## src/sv/sff_pkg.sv

```systemverilog
// sff_pkg: shared types and constants for the stereo fir filter
// used by sff_front, sff_back and stereo_fir_filter; no dependencies
`default_nettype none

package sff_pkg;

  // number of taps, a power of two from 2 to 32
  localparam int TAPS   = 32;
  localparam int TAP_W  = $clog2(TAPS);
  // exact accumulator: 32-bit products summed over TAPS terms
  localparam int ACC_W  = 32 + TAP_W;
  // command queue between front and back
  localparam int QDEPTH = 4;
  localparam int QPTR_W = $clog2(QDEPTH);

  // tuser codes on the input side
  localparam logic FUNC_SAMPLE = 1'b0;
  localparam logic FUNC_LOAD   = 1'b1;

  // one queued command
  typedef struct packed {
    logic                    load;
    logic [TAP_W-1:0]        idx;
    logic signed [15:0]      coef;
    logic signed [15:0]      left;
    logic signed [15:0]      right;
    logic                    last;
  } cmd_t;

  typedef enum logic [1:0] {
    B_IDLE,
    B_MAC,
    B_DRAIN,
    B_OUT
  } back_state_t;

endpackage

`default_nettype wire

```

## src/sv/sff_front.sv

```systemverilog
// sff_front: input side, decodes each word into a command and queues it
// depends on sff_pkg
`default_nettype none

module sff_front import sff_pkg::*; (
  input  wire logic        clk,
  input  wire logic        rst,
  input  wire logic        s_tvalid,
  output logic             s_tready,
  input  wire logic [55:0] s_tdata,
  input  wire logic        s_tuser,
  input  wire logic        s_tlast,
  output logic             cmd_valid,
  output cmd_t             cmd,
  input  wire logic        cmd_pop
);

  cmd_t              q_mem [QDEPTH];
  logic [QPTR_W-1:0] wr_ptr;
  logic [QPTR_W-1:0] rd_ptr;
  logic [QPTR_W:0]   q_count;
  logic              accept;
  logic              keep;
  logic              enq;
  cmd_t              in_cmd;

  assign s_tready = (q_count != (QPTR_W+1)'(QDEPTH));
  assign accept   = s_tvalid && s_tready;

  // loads aimed past the last tap are dropped here
  assign keep = (s_tuser == FUNC_SAMPLE) || (int'(s_tdata[4:0]) < TAPS);
  assign enq  = accept && keep;

  always_comb begin
    in_cmd.load  = (s_tuser == FUNC_LOAD);
    in_cmd.idx   = TAP_W'(s_tdata[4:0]);
    in_cmd.coef  = s_tdata[20:5];
    in_cmd.left  = s_tdata[36:21];
    in_cmd.right = s_tdata[52:37];
    in_cmd.last  = s_tlast;
  end

  always_ff @(posedge clk) begin
    if (enq) begin
      q_mem[wr_ptr] <= in_cmd;
    end
  end

  always_ff @(posedge clk) begin
    if (rst) begin
      wr_ptr  <= '0;
      rd_ptr  <= '0;
      q_count <= '0;
    end else begin
      if (enq) begin
        wr_ptr <= wr_ptr + 1'b1;
      end
      if (cmd_pop) begin
        rd_ptr <= rd_ptr + 1'b1;
      end
      unique case ({enq, cmd_pop})
        2'b10:   q_count <= q_count + 1'b1;
        2'b01:   q_count <= q_count - 1'b1;
        default: q_count <= q_count;
      endcase
    end
  end

  assign cmd_valid = (q_count != '0);
  assign cmd       = q_mem[rd_ptr];

  a_no_pop_empty: assert property (@(posedge clk) disable iff (rst)
    cmd_pop |-> cmd_valid)
    else $error("pop from empty command queue");

  a_count_bound: assert property (@(posedge clk) disable iff (rst)
    q_count <= (QPTR_W+1)'(QDEPTH))
    else $error("command queue overfilled");

endmodule

`default_nettype wire

```

## src/sv/sff_back.sv

```systemverilog
// sff_back: coefficient and history stores, shared mac loop, rounding, output register
// depends on sff_pkg; commands come from sff_front
`default_nettype none

module sff_back import sff_pkg::*; (
  input  wire logic        clk,
  input  wire logic        rst,
  input  wire logic        cmd_valid,
  input  wire cmd_t        cmd,
  output logic             cmd_pop,
  output logic             m_tvalid,
  input  wire logic        m_tready,
  output logic [31:0]      m_tdata,
  output logic             m_tlast
);

  back_state_t             state;
  back_state_t             state_next;
  logic [TAP_W-1:0]        wpos;
  logic [TAP_W-1:0]        cur_pos;
  logic [TAP_W-1:0]        k;
  logic                    last_flag;
  logic                    issue;
  logic                    out_load;
  logic                    start;

  logic [31:0]             hist_mem [TAPS];
  logic [15:0]             coef_mem [TAPS];
  logic [TAPS-1:0]         hist_valid;
  logic [TAPS-1:0]         coef_valid;
  logic [TAP_W-1:0]        h_addr;
  logic [TAP_W-1:0]        c_addr;

  logic [31:0]             rd_hist;
  logic [15:0]             rd_coef;
  logic                    rd_hv;
  logic                    rd_cv;
  logic                    rd_v;
  logic signed [15:0]      op_l;
  logic signed [15:0]      op_r;
  logic signed [15:0]      op_c;
  logic signed [31:0]      prod_l;
  logic signed [31:0]      prod_r;
  logic                    pr_v;
  logic signed [ACC_W-1:0] acc_l;
  logic signed [ACC_W-1:0] acc_r;

  function automatic logic [15:0] round_sat(input logic signed [ACC_W-1:0] a);
    logic signed [ACC_W:0]    r;
    logic signed [ACC_W-15:0] q;
    logic [15:0]              y;
    r = (ACC_W+1)'(a) + (ACC_W+1)'(16384);
    q = (ACC_W-14)'(r >>> 15);
    if (q > (ACC_W-14)'(32767)) begin
      y = 16'h7fff;
    end else if (q < -(ACC_W-14)'(32768)) begin
      y = 16'h8000;
    end else begin
      y = q[15:0];
    end
    return y;
  endfunction

  // next state
  always_comb begin
    state_next = state;
    unique case (state)
      B_IDLE:  if (cmd_valid && !cmd.load) state_next = B_MAC;
      B_MAC:   if (k == TAP_W'(TAPS-1)) state_next = B_DRAIN;
      B_DRAIN: if (!rd_v && !pr_v) state_next = B_OUT;
      B_OUT:   if (!m_tvalid || m_tready) state_next = B_IDLE;
      default: state_next = B_IDLE;
    endcase
  end

  // state outputs
  always_comb begin
    cmd_pop  = (state == B_IDLE) && cmd_valid;
    issue    = (state == B_MAC);
    out_load = (state == B_OUT) && (!m_tvalid || m_tready);
  end

  assign start  = cmd_pop && !cmd.load;
  assign h_addr = cur_pos - k;
  assign c_addr = TAP_W'(TAPS-1) - k;

  always_ff @(posedge clk) begin
    if (rst) begin
      state      <= B_IDLE;
      wpos       <= '0;
      hist_valid <= '0;
      coef_valid <= '0;
      rd_v       <= 1'b0;
      pr_v       <= 1'b0;
      m_tvalid   <= 1'b0;
    end else begin
      state <= state_next;
      rd_v  <= issue;
      pr_v  <= rd_v;
      if (cmd_pop && cmd.load) begin
        coef_valid[cmd.idx] <= 1'b1;
      end
      if (start) begin
        hist_valid[wpos] <= 1'b1;
        wpos             <= wpos + 1'b1;
      end
      if (out_load) begin
        m_tvalid <= 1'b1;
      end else if (m_tready) begin
        m_tvalid <= 1'b0;
      end
    end
  end

  // stores, written on pop and read one tap per cycle
  always_ff @(posedge clk) begin
    if (cmd_pop && cmd.load) begin
      coef_mem[cmd.idx] <= cmd.coef;
    end
    if (start) begin
      hist_mem[wpos] <= {cmd.right, cmd.left};
    end
    rd_hist <= hist_mem[h_addr];
    rd_coef <= coef_mem[c_addr];
    rd_hv   <= hist_valid[h_addr];
    rd_cv   <= coef_valid[c_addr];
  end

  // never-written entries read as zero
  assign op_l = rd_hv ? signed'(rd_hist[15:0])  : '0;
  assign op_r = rd_hv ? signed'(rd_hist[31:16]) : '0;
  assign op_c = rd_cv ? signed'(rd_coef)        : '0;

  always_ff @(posedge clk) begin
    if (start) begin
      cur_pos   <= wpos;
      k         <= '0;
      last_flag <= cmd.last;
    end else if (issue) begin
      k <= k + 1'b1;
    end
    prod_l <= op_l * op_c;
    prod_r <= op_r * op_c;
    if (start) begin
      acc_l <= '0;
      acc_r <= '0;
    end else if (pr_v) begin
      acc_l <= acc_l + ACC_W'(prod_l);
      acc_r <= acc_r + ACC_W'(prod_r);
    end
    if (out_load) begin
      m_tdata <= {round_sat(acc_r), round_sat(acc_l)};
      m_tlast <= last_flag;
    end
  end

  a_pop_idle: assert property (@(posedge clk) disable iff (rst)
    cmd_pop |-> state == B_IDLE)
    else $error("command popped while a sample is in flight");

  a_acc_busy: assert property (@(posedge clk) disable iff (rst)
    pr_v |-> (state == B_MAC || state == B_DRAIN))
    else $error("product accumulated outside the mac loop");

  a_out_follows: assert property (@(posedge clk) disable iff (rst)
    out_load |=> m_tvalid)
    else $error("result register not presented after load");

endmodule

`default_nettype wire

```

## src/sv/stereo_fir_filter.sv

```systemverilog
// stereo_fir_filter: each popped sample word runs its TAPS tap reads, drains through the
// read, product and accumulate registers, then is rounded and loaded, raising m_tvalid
// the back pops a new sample word only once the one before is loaded, and pops one load word
// per cycle while idle; the input queue (4 words) accepts while not full, also while a result
// waits in the output register; synchronous active-high rst clears control, history and
// coefficients read as zero at once; depends on sff_pkg, sff_front, sff_back
`default_nettype none

module stereo_fir_filter import sff_pkg::*; (
  input  wire logic        clk,
  input  wire logic        rst,
  // input words
  input  wire logic        s_tvalid,
  output logic             s_tready,
  input  wire logic [55:0] s_tdata,   // coef_index[4:0], coef_value[20:5], left_in[36:21],
                                      // right_in[52:37], zero[55:53]
  input  wire logic        s_tuser,   // func: 0 = sample, 1 = coefficient load
  input  wire logic        s_tlast,   // block_end
  // result words
  output logic             m_tvalid,
  input  wire logic        m_tready,
  output logic [31:0]      m_tdata,   // left_out[15:0], right_out[31:16]
  output logic             m_tlast    // block_end_out
);

  // command hand-off between the front and the back
  logic cmd_valid;
  logic cmd_pop;
  cmd_t cmd;

  // front: decodes words, drops out-of-range loads, queues the rest in order
  sff_front u_front (
    .clk       (clk),
    .rst       (rst),
    .s_tvalid  (s_tvalid),
    .s_tready  (s_tready),
    .s_tdata   (s_tdata),
    .s_tuser   (s_tuser),
    .s_tlast   (s_tlast),
    .cmd_valid (cmd_valid),
    .cmd       (cmd),
    .cmd_pop   (cmd_pop)
  );

  // back: applies loads, runs the shared two-channel mac over all taps,
  // then rounds, saturates and holds the result word
  sff_back u_back (
    .clk       (clk),
    .rst       (rst),
    .cmd_valid (cmd_valid),
    .cmd       (cmd),
    .cmd_pop   (cmd_pop),
    .m_tvalid  (m_tvalid),
    .m_tready  (m_tready),
    .m_tdata   (m_tdata),
    .m_tlast   (m_tlast)
  );

endmodule

`default_nettype wire
```

## config.mk

```make
export PLATFORM = sky130hd
export DESIGN_NAME = stereo_fir_filter
export DESIGN_NICKNAME = d
export VERILOG_FILES = /design/src/sv/sff_pkg.sv /design/src/sv/sff_front.sv /design/src/sv/sff_back.sv /design/src/sv/stereo_fir_filter.sv
export SDC_FILE = /design/constraint.sdc
export NUM_CORES = 2
export LEC_CHECK = 0
export BUFFER_PORTS_ARGS = -buffer_cell sky130_fd_sc_hd__buf_2
export CORE_MARGIN = 2
export CORE_UTILIZATION = 50
export DETAILED_ROUTE_END_ITERATION = 8
export PLACE_DENSITY_LB_ADDON = 0.3
export SLEW_MARGIN = 15
export SYNTH_ARGS = -nofsm -noshare
export SYNTH_HDL_FRONTEND = slang
export SYNTH_SLANG_ARGS = --single-unit
```

## constraint.sdc

```tcl
create_clock -name clk -period 11.4 [get_ports clk]
set_clock_uncertainty 0.15 [all_clocks]
set_input_delay 0 -clock clk [delete_from_list [all_inputs] [get_ports clk]]
set_output_delay 0 -clock clk [all_outputs]
set_load 0.05 [all_outputs]
```

==> run metrics <==
outcome=completed; core box area=199000 um^2; worst vdd ir=0.346 mV; most frequent cells after synthesis=edfxtp_1, nand2_1, nor2_1, inv_1, fa_1; #FFs+latches synth=2071; final setup fails=0; Hold Crit Class=in2reg; register share of total power=0.393; largest net degree at the start of global routing=103; footprint of the multi-input gates=37700 um^2; internal power=16.3 mW; Finished Core Util=0.563; syn nets=7551; Final Non-Filler Cells=9786; Initial DRT Pass Iterations=5; fillers=15480; share of post-route cells with drive strength above 1=0.159; FF/Latch Area=59400 um^2; Layout Area Growth over Synthesis=11.9%; synth warn=0; final wirelength=232000 um; final hold violations=0; die area=204000 um^2; Clock Latency Late Sink=0.88 ns; pwr dens=220 nW/um^2; met1 usage=0.314; Final period util=0.673; fin worst setup slack=3.73 ns; CTS Buf Count=203; LEAKAGE=40.9 nW; Cell Area, Synth=100000 um^2; Seq/Total Area, Yosys=0.593; Unique masters post-synth=92; CTS root buffer=clkbuf_16; first-pass GRT wire length=352000 um; antenna viol nets, final=0; Logic pwr share=0.331; Port-buffer cells=93; Sink Count=2071; gr usage total=0.229; nets=7791; initial core utilization=0.503; grt peak-use layer=met2; Switching Share=0.340; Startpoint Class=register; # IOs=97; most common cell in the netlist=edfxtp_1; clock network power share=0.275; met2 usage=0.380; actual slew at the worst max-slew pin=1.26 ns; drc violations=0; CTS H-tree depth=4; detailed-route wire length per cell=23.7 um; sw power=8.39 mW; Synth async-reset ratio=0; Mapped Cells=6704; RSZ-0062 raised after global routing=false; Slew Viols, Final=0; Longest Clk Path Bufs=3; die width=452 um; EDFF count, synth=1795; starting DRC count in detailed routing=5463; Placed Cells=9280; Vert. Die Dim=452 um; main area contributors after synthesis=edfxtp_1, mux4_2, fa_1; dpl hpwl=143000 um; global route overflow=0; TritonCTS clock tree=yes; M3 GR Usage=0.0365; setup_tns=0 ns; Crit. End Element=register; Arrival @ worst endpoint=8.28 ns; final worst path period need=7.67 ns; GPL Wtd Cong=0.910; Post-Syn Area per Cell=15.0 um^2; worst-path fanout max=36; DR vias=56479; max_slew headroom=0.159; PnR Total Power=24.7 mW; CTS clock-pin slew for the worst setup and hold paths=0.06 ns; Place WS=3.84 ns; Worst EP required=12.01 ns; Main synth FF type=edfxtp_1; Max-cap violations=0; initial antenna violation count=7; Max Freq=0.130 GHz; post-synth top area cell=edfxtp_1; vias in the first global route=57386; critical path class=reg2reg; Cell Rows=164; Synth top area share=0.538; Via density=5.77
-- worst paths after layout --
path	from	cells after the start	slack (ns)	endpoint
setup / recovery	u_back.rd_cv$_DFF_P_	24	3.73	u_back.prod_r[28]$_DFF_P_
setup reg to reg	u_back.rd_cv$_DFF_P_	24	3.73	u_back.prod_r[28]$_DFF_P_
hold reg to reg	u_back.last_flag$_DFFE_PP_	0	0.27	u_back.m_tlast$_DFFE_PP_
hold / removal	s_tvalid	5	0.08	u_front.wr_ptr[1]$_SDFFE_PP0P_
-- power groups by stage --
stage / sequential [mW] / combinational, mW / clock (mW)
3_5_place_dp: 9.88 / 8.22 / 0
6_report: 9.72 / 8.19 / 6.80
5_1_grt: 9.76 / 8.82 / 7.21
4_1_cts: 9.72 / 8.29 / 6.92
3_3_place_gp: 9.86 / 8.08 / 0
2_1_floorplan: 9.72 / 5.49 / 0
-- stage by stage --
stage	cell area (um^2)	hold WS, ns
CTS	112000	0.0311
global placement	104000	0.0602
detailed placement	104000	0.0646
floorplan	100000	-0.0511
finish	112000	0.0781
global route	112000	0.0706
-- critical path, stage by stage, from the launching register on --
cell      delay, ns
dfxtp_1        0.31
buf_4          0.34
nand2_1        0.82
nor2_1         0.37
fa_1           0.46
inv_1          0.08
fa_1           0.43
fa_1           0.52
inv_1          0.06
fa_1           0.43
fa_1           0.51
inv_1          0.05
fa_1           0.47
inv_1          0.04
ha_1           0.36
a21oi_1        0.20
o21ai_0        0.12
a221o_1        0.34
a21oi_1        0.29
o311ai_1       0.23
a41o_1         0.28
a21o_1         0.22
a21o_1         0.18
a21oi_1        0.17
xnor2_1        0.14
-- sequential cells by signal, indices dropped and copies added, names as in the netlist, 3 cells and up, named ones only --
register           cells
u_back.wpos            5
u_back.m_tdata        32
u_front.q_count        3
u_back.prod_r         32
u_back.acc_r          37
u_back.hist_mem     1024
u_back.rd_hist        32
u_back.rd_coef        16
u_back.prod_l         32
u_back.k               5
u_back.coef_mem      512
u_front.q_mem        220
u_back.cur_pos         5
u_back.acc_l          37
u_back.hist_valid     32
u_back.coef_valid     32
-- cells in the final DEF, fill, tap and decap left out, types with 14 or more instances in the layout --
| master | instances |
|---|---|
| ha_1 | 256 |
| xor2_1 | 60 |
| nand3_1 | 226 |
| buf_4 | 121 |
| clkbuf_1 | 44 |
| clkbuf_8 | 14 |
| and2_1 | 51 |
| a21o_1 | 41 |
| fa_1 | 527 |
| a21oi_1 | 140 |
| mux2i_1 | 39 |
| clkinv_1 | 31 |
| mux4_2 | 489 |
| nor2_1 | 598 |
| and3_2 | 14 |
| mux2_2 | 17 |
| xnor2_1 | 112 |
| buf_2 | 93 |
| nand2_1 | 663 |
| o21ai_0 | 123 |
| nor2_4 | 24 |
| a211oi_1 | 20 |
| clkinv_2 | 41 |
| nor2b_1 | 17 |
| inv_1 | 609 |
| o21ai_1 | 22 |
| nor3_1 | 25 |
| nand4_1 | 16 |
| dfxtp_1 | 269 |
| clkbuf_16 | 203 |
| or3_1 | 15 |
| edfxtp_1 | 1795 |
| nand2b_1 | 18 |
| dlygate4sd3_1 | 115 |
| o21bai_1 | 19 |
| bufinv_16 | 21 |
-- final cells by class --
class,count,share of cell area
clock inverters,125,0.0126
flip-flops and latches,2071,0.530
well taps,2656,0.0296
repair buffers,333,0.0232
clock buffers,261,0.0485
inverters,612,0.0205
multi-input cells,3723,0.336
diodes,5,0.000112
-- layer usage --
metal | vias up | part of all wire
met1 | 29277 | 0.41
li1 | 24613 | -
met5 | - | 0
met3 | 359 | 0.076
met2 | 2230 | 0.49
met4 | 0 | 0.026
-- logic make-up (layout without fill, tap and decap cells) --
| family | after synthesis | in the layout | synth area share |
|---|---|---|---|
| XOR/XNOR | 177 | 177 | 0.0155 |
| flip-flops | 2071 | 2071 | 0.593 |
| other | 0 | 5 | 0 |
| multiplexers | 545 | 545 | 0.116 |
| AND/OR/NAND/NOR | 1740 | 1740 | 0.0739 |
| adder cells (fa/ha/maj) | 786 | 786 | 0.138 |
| AO/OA/AOI/OAI | 475 | 475 | 0.0301 |
| buffers and inverters | 910 | 1331 | 0.0345 |
-- repair_timing --
action | in CTS | in global routing
hold buffers | 115 | 0
hold endpoints to repair | 477 | 0
gates resized for setup | 0 | 0
buffers inserted | 0 | 0
Power figures use the tool's default switching activity.
